==> src/day_number_to_date_macros.svh <==
// Assertion macros for the day number to date converter.
// Used by the top level; expects i_clk and i_rst_n in the including scope.
`ifndef DAY_NUMBER_TO_DATE_MACROS_SVH
`define DAY_NUMBER_TO_DATE_MACROS_SVH

// Consequent must hold in the same cycle as the antecedent.
`define DND_ASSERT_NOW(label, ante, cons) \
    label: assert property (@(posedge i_clk) disable iff (!i_rst_n) (ante) |-> (cons)) \
        else $error("day_number_to_date: same-cycle check failed");

// Consequent must hold in the cycle after the antecedent.
`define DND_ASSERT_NEXT(label, ante, cons) \
    label: assert property (@(posedge i_clk) disable iff (!i_rst_n) (ante) |=> (cons)) \
        else $error("day_number_to_date: next-cycle check failed");

`endif

==> src/dnd_pkg.sv <==
// Shared types and constants for the day number to date converter.
// No dependencies; used by dnd_ctrl, dnd_datapath and day_number_to_date.
package dnd_pkg;

    localparam int DAY_NUM_W  = 17;
    localparam int YEAR_OUT_W = 12;
    localparam int MONTH_W    = 4;
    localparam int DAY_W      = 5;
    localparam int YLEN_W     = 14;
    localparam int MOD100_W   = 7;
    localparam int MOD400_W   = 9;

    localparam int unsigned DAYS_PER_YEAR = 365;
    localparam int unsigned FEB_DAYS      = 28;
    localparam int unsigned CENTURY       = 100;
    localparam int unsigned QUAD_CENTURY  = 400;
    localparam int unsigned COARSE_YEARS  = 32;
    localparam int unsigned MID_YEARS     = 4;

    // Days in a run of years with every fourth year leap and no skipped century.
    localparam int unsigned COARSE_DAYS = COARSE_YEARS * DAYS_PER_YEAR + COARSE_YEARS / 4;
    localparam int unsigned MID_DAYS    = MID_YEARS * DAYS_PER_YEAR + MID_YEARS / 4;

    localparam logic [MONTH_W-1:0] MONTH_JAN = 4'd1;
    localparam logic [MONTH_W-1:0] MONTH_FEB = 4'd2;
    localparam logic [MONTH_W-1:0] MONTH_DEC = 4'd12;
    localparam logic [DAY_W-1:0]   DAY_FIRST = 5'd1;
    localparam logic [DAY_W-1:0]   DAY_DEC_LAST = 5'd31;

    typedef enum logic [2:0] {
        S_IDLE,
        S_YEAR32,
        S_YEAR4,
        S_YEAR1,
        S_MONTH,
        S_DONE
    } t_state;

    typedef struct packed {
        logic load;
        logic step32;
        logic step4;
        logic step1;
        logic step_month;
        logic out_load;
    } t_cmd;

    typedef struct packed {
        logic in_range;
        logic fits32;
        logic fits4;
        logic fits1;
        logic fits_month;
    } t_status;

    function automatic logic [DAY_W-1:0] f_month_days(input logic [MONTH_W-1:0] month,
                                                      input logic leap);
        logic [DAY_W-1:0] days;
        case (month)
            MONTH_FEB: days = DAY_W'(FEB_DAYS) + {4'b0, leap};
            4'd4, 4'd6, 4'd9, 4'd11: days = 5'd30;
            4'd1, 4'd3, 4'd5, 4'd7, 4'd8, 4'd10, 4'd12: days = 5'd31;
            default: days = 5'd0;
        endcase
        return days;
    endfunction

endpackage

==> src/dnd_ctrl.sv <==
// Controller for the day number to date converter: sequences the year and
// month walks and owns the result valid flag. Depends on dnd_pkg.
module dnd_ctrl
    import dnd_pkg::*;
(
    input  logic    i_clk,
    input  logic    i_rst_n,
    input  logic    i_in_valid,
    output logic    o_in_ready,
    output logic    o_out_valid,
    input  logic    i_out_ready,
    input  t_status i_status,
    output t_cmd    o_cmd
);

    t_state r_state, n_state;
    logic   r_out_valid, n_out_valid;

    always_ff @(posedge i_clk) begin
        if (!i_rst_n) begin
            r_state     <= S_IDLE;
            r_out_valid <= 1'b0;
        end else begin
            r_state     <= n_state;
            r_out_valid <= n_out_valid;
        end
    end

    always_comb begin
        n_state    = r_state;
        o_cmd      = '0;
        o_in_ready = 1'b0;
        case (r_state)
            S_IDLE: begin
                o_in_ready = 1'b1;
                if (i_in_valid) begin
                    o_cmd.load = 1'b1;
                    n_state    = i_status.in_range ? S_YEAR32 : S_DONE;
                end
            end
            S_YEAR32: begin
                if (i_status.fits32) begin
                    o_cmd.step32 = 1'b1;
                end else begin
                    n_state = S_YEAR4;
                end
            end
            S_YEAR4: begin
                if (i_status.fits4) begin
                    o_cmd.step4 = 1'b1;
                end else begin
                    n_state = S_YEAR1;
                end
            end
            S_YEAR1: begin
                if (i_status.fits1) begin
                    o_cmd.step1 = 1'b1;
                end else begin
                    n_state = S_MONTH;
                end
            end
            S_MONTH: begin
                if (i_status.fits_month) begin
                    o_cmd.step_month = 1'b1;
                end else begin
                    n_state = S_DONE;
                end
            end
            S_DONE: begin
                // The output register is free once its beat is taken.
                if (!r_out_valid || i_out_ready) begin
                    o_cmd.out_load = 1'b1;
                    n_state        = S_IDLE;
                end
            end
            default: n_state = S_IDLE;
        endcase
    end

    always_comb begin
        if (o_cmd.out_load) begin
            n_out_valid = 1'b1;
        end else if (i_out_ready) begin
            n_out_valid = 1'b0;
        end else begin
            n_out_valid = r_out_valid;
        end
    end

    assign o_out_valid = r_out_valid;

endmodule

==> src/dnd_datapath.sv <==
// Datapath for the day number to date converter: remainder, year, month and
// leap tracking registers plus the output register. Depends on dnd_pkg.
module dnd_datapath
    import dnd_pkg::*;
#(
    parameter int FIRST_YEAR = 1900,
    parameter int LAST_YEAR  = 2099
) (
    input  logic                  i_clk,
    input  t_cmd                  i_cmd,
    output t_status               o_status,
    input  logic [DAY_NUM_W-1:0]  i_day_number,
    output logic [YEAR_OUT_W-1:0] o_year_out,
    output logic [MONTH_W-1:0]    o_month_out,
    output logic [DAY_W-1:0]      o_day_out,
    output logic                  o_clamped
);

    localparam int LAST_EFF   = (LAST_YEAR < FIRST_YEAR) ? FIRST_YEAR : LAST_YEAR;
    localparam int PRE_YEAR   = FIRST_YEAR - 1;
    localparam int LEAPS_LAST = LAST_EFF / 4 - LAST_EFF / 100 + LAST_EFF / 400;
    localparam int LEAPS_PRE  = PRE_YEAR / 4 - PRE_YEAR / 100 + PRE_YEAR / 400;
    localparam int SPAN       = 365 * (LAST_EFF - FIRST_YEAR + 1) + LEAPS_LAST - LEAPS_PRE;
    localparam int YW         = $clog2(LAST_EFF + 1);
    localparam int STEP_W     = 6;

    localparam logic [31:0]         SPAN_V    = 32'(SPAN);
    localparam logic [YW-1:0]       FIRST_V   = YW'(FIRST_YEAR);
    localparam logic [YW-1:0]       LAST_V    = YW'(LAST_EFF);
    localparam logic [MOD100_W-1:0] M100_INIT = MOD100_W'(FIRST_YEAR % 100);
    localparam logic [MOD400_W-1:0] M400_INIT = MOD400_W'(FIRST_YEAR % 400);

    logic [DAY_NUM_W-1:0]  r_rem,   n_rem;
    logic [YW-1:0]         r_year,  n_year;
    logic [MONTH_W-1:0]    r_month, n_month;
    logic [MOD100_W-1:0]   r_m100,  n_m100;
    logic [MOD400_W-1:0]   r_m400,  n_m400;
    logic                  r_clamp, n_clamp;

    logic [YEAR_OUT_W-1:0] r_out_year;
    logic [MONTH_W-1:0]    r_out_month;
    logic [DAY_W-1:0]      r_out_day;
    logic                  r_out_clamp;

    logic                  leap;
    logic [YLEN_W-1:0]     len1, len4, len32, step_len;
    logic [MOD100_W-1:0]   cen_off;
    logic [MOD400_W:0]     cen_sum, cen_mod;
    logic                  cen_skip;
    logic [DAY_W-1:0]      mdays;
    logic [STEP_W-1:0]     step_years;
    logic [MOD100_W:0]     m100_sum;
    logic [MOD400_W:0]     m400_sum;
    logic [31:0]           day_ext;
    logic                  is_zero, is_high;

    assign leap = ((r_m400[1:0] == 2'd0) && (r_m100 != '0)) || (r_m400 == '0);
    assign len1 = leap ? YLEN_W'(DAYS_PER_YEAR + 1) : YLEN_W'(DAYS_PER_YEAR);

    // The one century year that can fall inside a 32-year window sits this many
    // years ahead; it drops the leap day unless it is a multiple of 400.
    assign cen_off  = (r_m100 == '0) ? '0 : MOD100_W'(CENTURY) - r_m100;
    assign cen_sum  = {1'b0, r_m400} + {3'b0, cen_off};
    assign cen_mod  = (cen_sum >= (MOD400_W+1)'(QUAD_CENTURY))
                    ? cen_sum - (MOD400_W+1)'(QUAD_CENTURY) : cen_sum;
    assign cen_skip = (cen_mod != '0);
    assign len32 = YLEN_W'(COARSE_DAYS)
                 - {{(YLEN_W-1){1'b0}}, (cen_off < MOD100_W'(COARSE_YEARS)) && cen_skip};
    assign len4  = YLEN_W'(MID_DAYS)
                 - {{(YLEN_W-1){1'b0}}, (cen_off < MOD100_W'(MID_YEARS)) && cen_skip};

    assign mdays = f_month_days(r_month, leap);

    assign day_ext = {{(32-DAY_NUM_W){1'b0}}, i_day_number};
    assign is_zero = (i_day_number == '0);
    assign is_high = (day_ext >= SPAN_V);

    assign o_status.in_range   = !is_zero && !is_high;
    assign o_status.fits32     = (r_rem >= {{(DAY_NUM_W-YLEN_W){1'b0}}, len32});
    assign o_status.fits4      = (r_rem >= {{(DAY_NUM_W-YLEN_W){1'b0}}, len4});
    assign o_status.fits1      = (r_rem >= {{(DAY_NUM_W-YLEN_W){1'b0}}, len1});
    assign o_status.fits_month = (r_month != MONTH_DEC)
                               && (r_rem >= {{(DAY_NUM_W-DAY_W){1'b0}}, mdays});

    always_comb begin
        if (i_cmd.step32) begin
            step_years = STEP_W'(COARSE_YEARS);
            step_len   = len32;
        end else if (i_cmd.step4) begin
            step_years = STEP_W'(MID_YEARS);
            step_len   = len4;
        end else begin
            step_years = STEP_W'(1);
            step_len   = len1;
        end
    end

    assign m100_sum = {1'b0, r_m100} + {{(MOD100_W+1-STEP_W){1'b0}}, step_years};
    assign m400_sum = {1'b0, r_m400} + {{(MOD400_W+1-STEP_W){1'b0}}, step_years};

    always_comb begin
        n_rem   = r_rem;
        n_year  = r_year;
        n_month = r_month;
        n_m100  = r_m100;
        n_m400  = r_m400;
        n_clamp = r_clamp;
        if (i_cmd.load) begin
            n_m100  = M100_INIT;
            n_m400  = M400_INIT;
            n_clamp = 1'b0;
            if (is_zero) begin
                n_year  = FIRST_V;
                n_month = MONTH_JAN;
                n_rem   = '0;
                n_clamp = 1'b1;
            end else if (is_high) begin
                n_year  = LAST_V;
                n_month = MONTH_DEC;
                n_rem   = DAY_NUM_W'(DAY_DEC_LAST - DAY_FIRST);
                n_clamp = (day_ext != SPAN_V);
            end else begin
                n_year  = FIRST_V;
                n_month = MONTH_JAN;
                n_rem   = i_day_number - DAY_NUM_W'(1);
            end
        end else if (i_cmd.step32 || i_cmd.step4 || i_cmd.step1) begin
            n_rem  = r_rem - {{(DAY_NUM_W-YLEN_W){1'b0}}, step_len};
            n_year = YW'({{STEP_W{1'b0}}, r_year} + {{YW{1'b0}}, step_years});
            n_m100 = (m100_sum >= (MOD100_W+1)'(CENTURY))
                   ? MOD100_W'(m100_sum - (MOD100_W+1)'(CENTURY)) : MOD100_W'(m100_sum);
            n_m400 = (m400_sum >= (MOD400_W+1)'(QUAD_CENTURY))
                   ? MOD400_W'(m400_sum - (MOD400_W+1)'(QUAD_CENTURY)) : MOD400_W'(m400_sum);
        end else if (i_cmd.step_month) begin
            n_rem   = r_rem - {{(DAY_NUM_W-DAY_W){1'b0}}, mdays};
            n_month = r_month + MONTH_W'(1);
        end
    end

    always_ff @(posedge i_clk) begin
        r_rem   <= n_rem;
        r_year  <= n_year;
        r_month <= n_month;
        r_m100  <= n_m100;
        r_m400  <= n_m400;
        r_clamp <= n_clamp;
        if (i_cmd.out_load) begin
            r_out_year  <= YEAR_OUT_W'(r_year);
            r_out_month <= r_month;
            r_out_day   <= r_rem[DAY_W-1:0] + DAY_FIRST;
            r_out_clamp <= r_clamp;
        end
    end

    assign o_year_out  = r_out_year;
    assign o_month_out = r_out_month;
    assign o_day_out   = r_out_day;
    assign o_clamped   = r_out_clamp;

endmodule

==> src/day_number_to_date.sv <==
// Top level of the Gregorian day number to calendar date converter.
// Depends on dnd_pkg, dnd_ctrl, dnd_datapath and day_number_to_date_macros.svh.
//
// Usage: present a serial day number (1 is January 1 of FIRST_YEAR) on the
// input channel; one beat is taken when i_in_valid and o_in_ready are high.
// Each input beat yields exactly one output beat carrying year, month, day and
// a clamp flag, taken when o_out_valid and i_out_ready are high. Numbers below
// the first day give January 1 of FIRST_YEAR, numbers beyond the last day give
// December 31 of LAST_YEAR, and both raise o_clamped.
// The year walk steps 32 years, then 4, then 1 per cycle, and the month walk
// one month per cycle; each phase ends with a check that takes no step.
// An in-range result goes through both walks; a clamped result skips them.
// o_in_ready returns in the cycle after the result is loaded.
// One item is worked on at a time; o_in_ready is high only while idle.
// The output register decouples the sides: a new item is accepted and walked
// while the previous result waits; the next result is held until it is taken.
// Reset (i_rst_n low at a rising edge) empties the block: no result is valid.
`include "day_number_to_date_macros.svh"

module day_number_to_date
    import dnd_pkg::*;
#(
    parameter int FIRST_YEAR = 1900,
    parameter int LAST_YEAR  = 2099
) (
    input  logic                  i_clk,
    input  logic                  i_rst_n,
    input  logic                  i_in_valid,
    output logic                  o_in_ready,
    input  logic [DAY_NUM_W-1:0]  i_day_number,
    output logic                  o_out_valid,
    input  logic                  i_out_ready,
    output logic [YEAR_OUT_W-1:0] o_year_out,
    output logic [MONTH_W-1:0]    o_month_out,
    output logic [DAY_W-1:0]      o_day_out,
    output logic                  o_clamped
);

    t_cmd    w_cmd;
    t_status w_status;
    logic    w_date_legal;
    logic    w_clamp_date;

    dnd_ctrl u_ctrl (
        .i_clk       (i_clk),
        .i_rst_n     (i_rst_n),
        .i_in_valid  (i_in_valid),
        .o_in_ready  (o_in_ready),
        .o_out_valid (o_out_valid),
        .i_out_ready (i_out_ready),
        .i_status    (w_status),
        .o_cmd       (w_cmd)
    );

    dnd_datapath #(
        .FIRST_YEAR (FIRST_YEAR),
        .LAST_YEAR  (LAST_YEAR)
    ) u_datapath (
        .i_clk        (i_clk),
        .i_cmd        (w_cmd),
        .o_status     (w_status),
        .i_day_number (i_day_number),
        .o_year_out   (o_year_out),
        .o_month_out  (o_month_out),
        .o_day_out    (o_day_out),
        .o_clamped    (o_clamped)
    );

    assign w_date_legal = (o_month_out != '0) && (o_month_out <= MONTH_DEC)
                       && (o_day_out != '0);
    assign w_clamp_date = ((o_month_out == MONTH_JAN) && (o_day_out == DAY_FIRST))
                       || ((o_month_out == MONTH_DEC) && (o_day_out == DAY_DEC_LAST));

    `DND_ASSERT_NOW(a_date_legal, o_out_valid, w_date_legal)
    `DND_ASSERT_NOW(a_clamp_edge, o_out_valid && o_clamped, w_clamp_date)
    `DND_ASSERT_NEXT(a_busy_after_accept, i_in_valid && o_in_ready, !o_in_ready)

endmodule

==> config.mk <==
export PLATFORM = sky130hd
export DESIGN_NAME = day_number_to_date
export DESIGN_NICKNAME = d
export VERILOG_FILES = /design/src/dnd_pkg.sv /design/src/dnd_ctrl.sv /design/src/dnd_datapath.sv /design/src/day_number_to_date.sv
export VERILOG_INCLUDE_DIRS = /design/src /design/src/src
export SDC_FILE = /design/constraint.sdc
export NUM_CORES = 1
export LEC_CHECK = 0
export ABC_AREA = 1
export BUFFER_PORTS_ARGS = -buffer_cell sky130_fd_sc_hd__buf_2
export CELL_PAD_IN_SITES_DETAIL_PLACEMENT = 1
export CELL_PAD_IN_SITES_GLOBAL_PLACEMENT = 2
export CORE_MARGIN = 4
export CORE_UTILIZATION = 35
export CTS_BUF_LIST = sky130_fd_sc_hd__clkbuf_8 sky130_fd_sc_hd__clkbuf_16
export DETAILED_ROUTE_END_ITERATION = 8
export PLACE_DENSITY = 0.9
export SLEW_MARGIN = 20
export SYNTH_ARGS = -nofsm -noshare
export SYNTH_HDL_FRONTEND = slang
export SYNTH_SLANG_ARGS = --single-unit
==> constraint.sdc <==
create_clock -name i_clk -period 7.1 [get_ports i_clk]
set_input_delay 2.13 -clock i_clk [delete_from_list [all_inputs] [get_ports i_clk]]
set_output_delay 2.13 -clock i_clk [all_outputs]
set_load 0.03 [all_outputs]
==> impl_metrics.py <==
metrics = {
    "place": {
        "post_dp_cell_area_sq_mm": 0.007257,
        "io_buffers": 44,
        "gp_congestion": 0.8664,
        "placed_cells": 1264,
        "dp_hpwl_um": 16030,
    },
    "setup_path": {
        "end_kind": "register",
        "cp_common_cell": "nand2_1",
        "reg2reg_from": "u_datapath.r_m100[0]",
        "cp.arrival_ns": 6.49,
        "path_class": "register to register",
        "slowest_stage": "fa_2",
        "max_stage_delay_ns": 0.38,
        "critPathLaunchType": "register",
        "required_ns": 7.19,
        "worstPathMaxFanout": 5,
        "startpoint": "u_datapath.r_m100[0]",
    },
    "timing": {
        "finalCritPeriodShare_pct": 90.12,
        "hold_viol": 0,
        "hold_slack_ns": 0.4538,
        "finalSetupViolations": 0,
        "worst_clock_skew_ns": 0.007010,
        "slew_viol_final": 0,
        "fmax_mhz": 156.3,
        "tns_ns": 0,
        "tightest_slew_ns": 0.9391,
        "period_minus_slack_ns": 6.399,
        "slew_headroom_pct": 37.32,
    },
    "synth": {
        "yosysMostFrequentCell": "nand2_1",
        "yosysSeqAreaShare_pct": 30.91,
        "synth_top_family_by_area": "simple AND/OR/NAND/NOR gates",
        "synth_xor_area_share_pct": 6.891,
        "ys_top_cells_by_area": "edfxtp_1 (25%), nand2_1 (16%), ha_1 (10%)",
        "synth.top_cell.area_share_pct": 24.96,
        "syn-cell-area_sq_mm": 0.006736,
        "yosysTopAreaCell": "edfxtp_1",
        "synthFlopType": "edfxtp_1",
        "yosys.area_share.simple_pct": 32.24,
        "synth_warnings": 0,
        "synth.distinct_cells": 48,
        "synth_edf_count": 56,
        "ys_ff_latch": 76,
        "avgSynthCellArea_sq_um": 6.966,
        "synthCells": 967,
        "yosys.area_share.adder_pct": 11.11,
        "syn-num-nets": 1046,
        "synth_compound_area_share_pct": 9.417,
        "ys_top_cells_by_count": "nand2_1 (282), inv_1 (144), nor2_1 (92)",
        "synthArstFlopShare_pct": 0,
        "muxShareOfSynthArea_pct": 0,
    },
    "floorplanning": {
        "dieArea_sq_mm": 0.02153,
        "core_sq_mm": 0.01883,
        "rows": 50,
        "die_w_um": 146.7,
        "die_h_um": 146.7,
        "start_util_pct": 35.77,
        "num_io_pins": 45,
    },
    "cells_and_area": {
        "final_area_sq_mm": 0.007680,
        "layout-drive-gt1-share_pct": 11.48,
        "register_area_sq_mm": 0.002082,
        "area_growth_pct": 14.00,
        "n_antenna_cell": 0,
        "final_cells": 1288,
        "finalNetCount": 1102,
        "multi_input_area_sq_mm": 0.004084,
        "fillCellCount": 2410,
    },
    "clocking": {
        "numCtsBuffers": 9,
        "ctsHtreeMaxLevel": 3,
        "cts.path.max_buffers": 2,
        "tritoncts": "yes",
        "clock_sinks": 76,
        "clock_latency_ns": 0.35,
        "cts_hold_buf": 0,
        "root_buffer": "clkbuf_16",
        "clk_pin_slew_worst_paths_ns": 0.06,
    },
    "route": {
        "antenna_left": 0,
        "vias": 6430,
        "route.detailed.drc": 0,
        "wl_per_cell_um": 15.99,
        "drt-initial-drc-count": 329,
        "via_per_inst": 4.992,
        "wl_um": 20590,
        "first_pass_iters": 4,
    },
    "hold_path": {
        "min_path_type": "register to register",
        "min_from": "u_datapath.r_clamp",
    },
    "grt": {
        "grt_usage_pct": 19.55,
        "overflow": 0,
        "grt_pass1_vias": 6732,
        "grt_pass1_wl_um": 34280,
        "antenna_found_initial": 0,
        "grt_max_degree": 28,
    },
    "outcome": {
        "run_status": "complete, no violations",
    },
    "job": {
        "cap_violations": 0,
    },
}
-- critical path: cells and delay by family (launching register included) --
kind                     cells  cell delay (ns)
AND/OR/NAND/NOR             30             2.71
adder cells (fa/ha/maj)      6             1.53
AO/OA/AOI/OAI                5             0.87
buffers and inverters        8             0.56
flip-flops                   1             0.33
XOR/XNOR                     1             0.14
-- metrics by stage --
step           util, %  setup slack [ns]
6_report         40.78            0.7013
5_1_grt          40.78          -0.02123
4_1_cts          40.13            0.1221
3_5_place_dp     38.54            0.2058
3_3_place_gp     38.54            0.4953
2_1_floorplan        -             1.127
-- metal layers --
metal  global-route usage (%)  vias to the layer above  routed length [um]
li1                         -                     3264                   -
met1                    25.48                     3053                9554
met2                    33.74                       81                9983
met3                    2.714                       32                 667
met4                    5.833                        0                 384
met5                        0                        -                   0
-- area by class of cell --
| type | instances | area share (%) |
|---|---|---|
| multi-input combinational | 729 | 53.18 |
| sequential | 76 | 27.11 |
| inverter | 149 | 7.331 |
| timing repair buffer | 58 | 4.236 |
| tap | 260 | 4.236 |
| clock buffer | 9 | 2.933 |
| clock inverter | 7 | 0.9775 |
-- cell families after synthesis --
| kind of cell | Yosys count |
|---|---|
| AND/OR/NAND/NOR | 507 |
| AO/OA/AOI/OAI | 111 |
| flip-flops | 76 |
| XOR/XNOR | 53 |
| adder cells (fa/ha/maj) | 58 |
| buffers and inverters | 162 |
-- flip-flops by register name, summed over array words and instances (netlist names) --
register and cells:
u_datapath.r_m100 7, u_datapath.o_month_out 4, u_datapath.r_month 4, u_datapath.o_day_out 5
u_datapath.o_clamped 1, u_ctrl.o_out_valid 1, u_datapath.r_rem 17, u_ctrl.r_state 3
u_datapath.r_clamp 1, u_datapath.o_year_out 12, u_datapath.r_year 12, u_datapath.r_m400 9
-- final timing paths --
path | slack, ns | cells past startpoint | endpoint
max | 0.70 | 50 | u_datapath.r_rem[9]
min | 0.45 | 0 | u_datapath.o_clamped
max reg2reg | 0.70 | 50 | u_datapath.r_rem[9]
min reg2reg | 0.45 | 0 | u_datapath.o_clamped
-- placed cells by master, fill, tap and decap left out, types with 12 or more instances in the layout --
master	synthesis	final
nand3_1	62	62
nand4_1	17	17
nor3_1	22	21
o21ai_0	41	39
buf_4	4	14
nand2_1	282	277
nor2_1	92	90
inv_1	144	140
edfxtp_1	56	56
dfxtp_1	20	20
xor2_1	43	42
a21oi_1	32	31
ha_1	55	53
o21ai_1	10	12
buf_2	4	44
-- timing repair --
item | CTS | global route
resized for setup | 0 | 22
buffers inserted | 0 | 8
endpoints found under the setup margin | 0 | 27
Power is not shown: default switching activity piles up to over one toggle a cycle in this logic, so the estimate is an artifact.
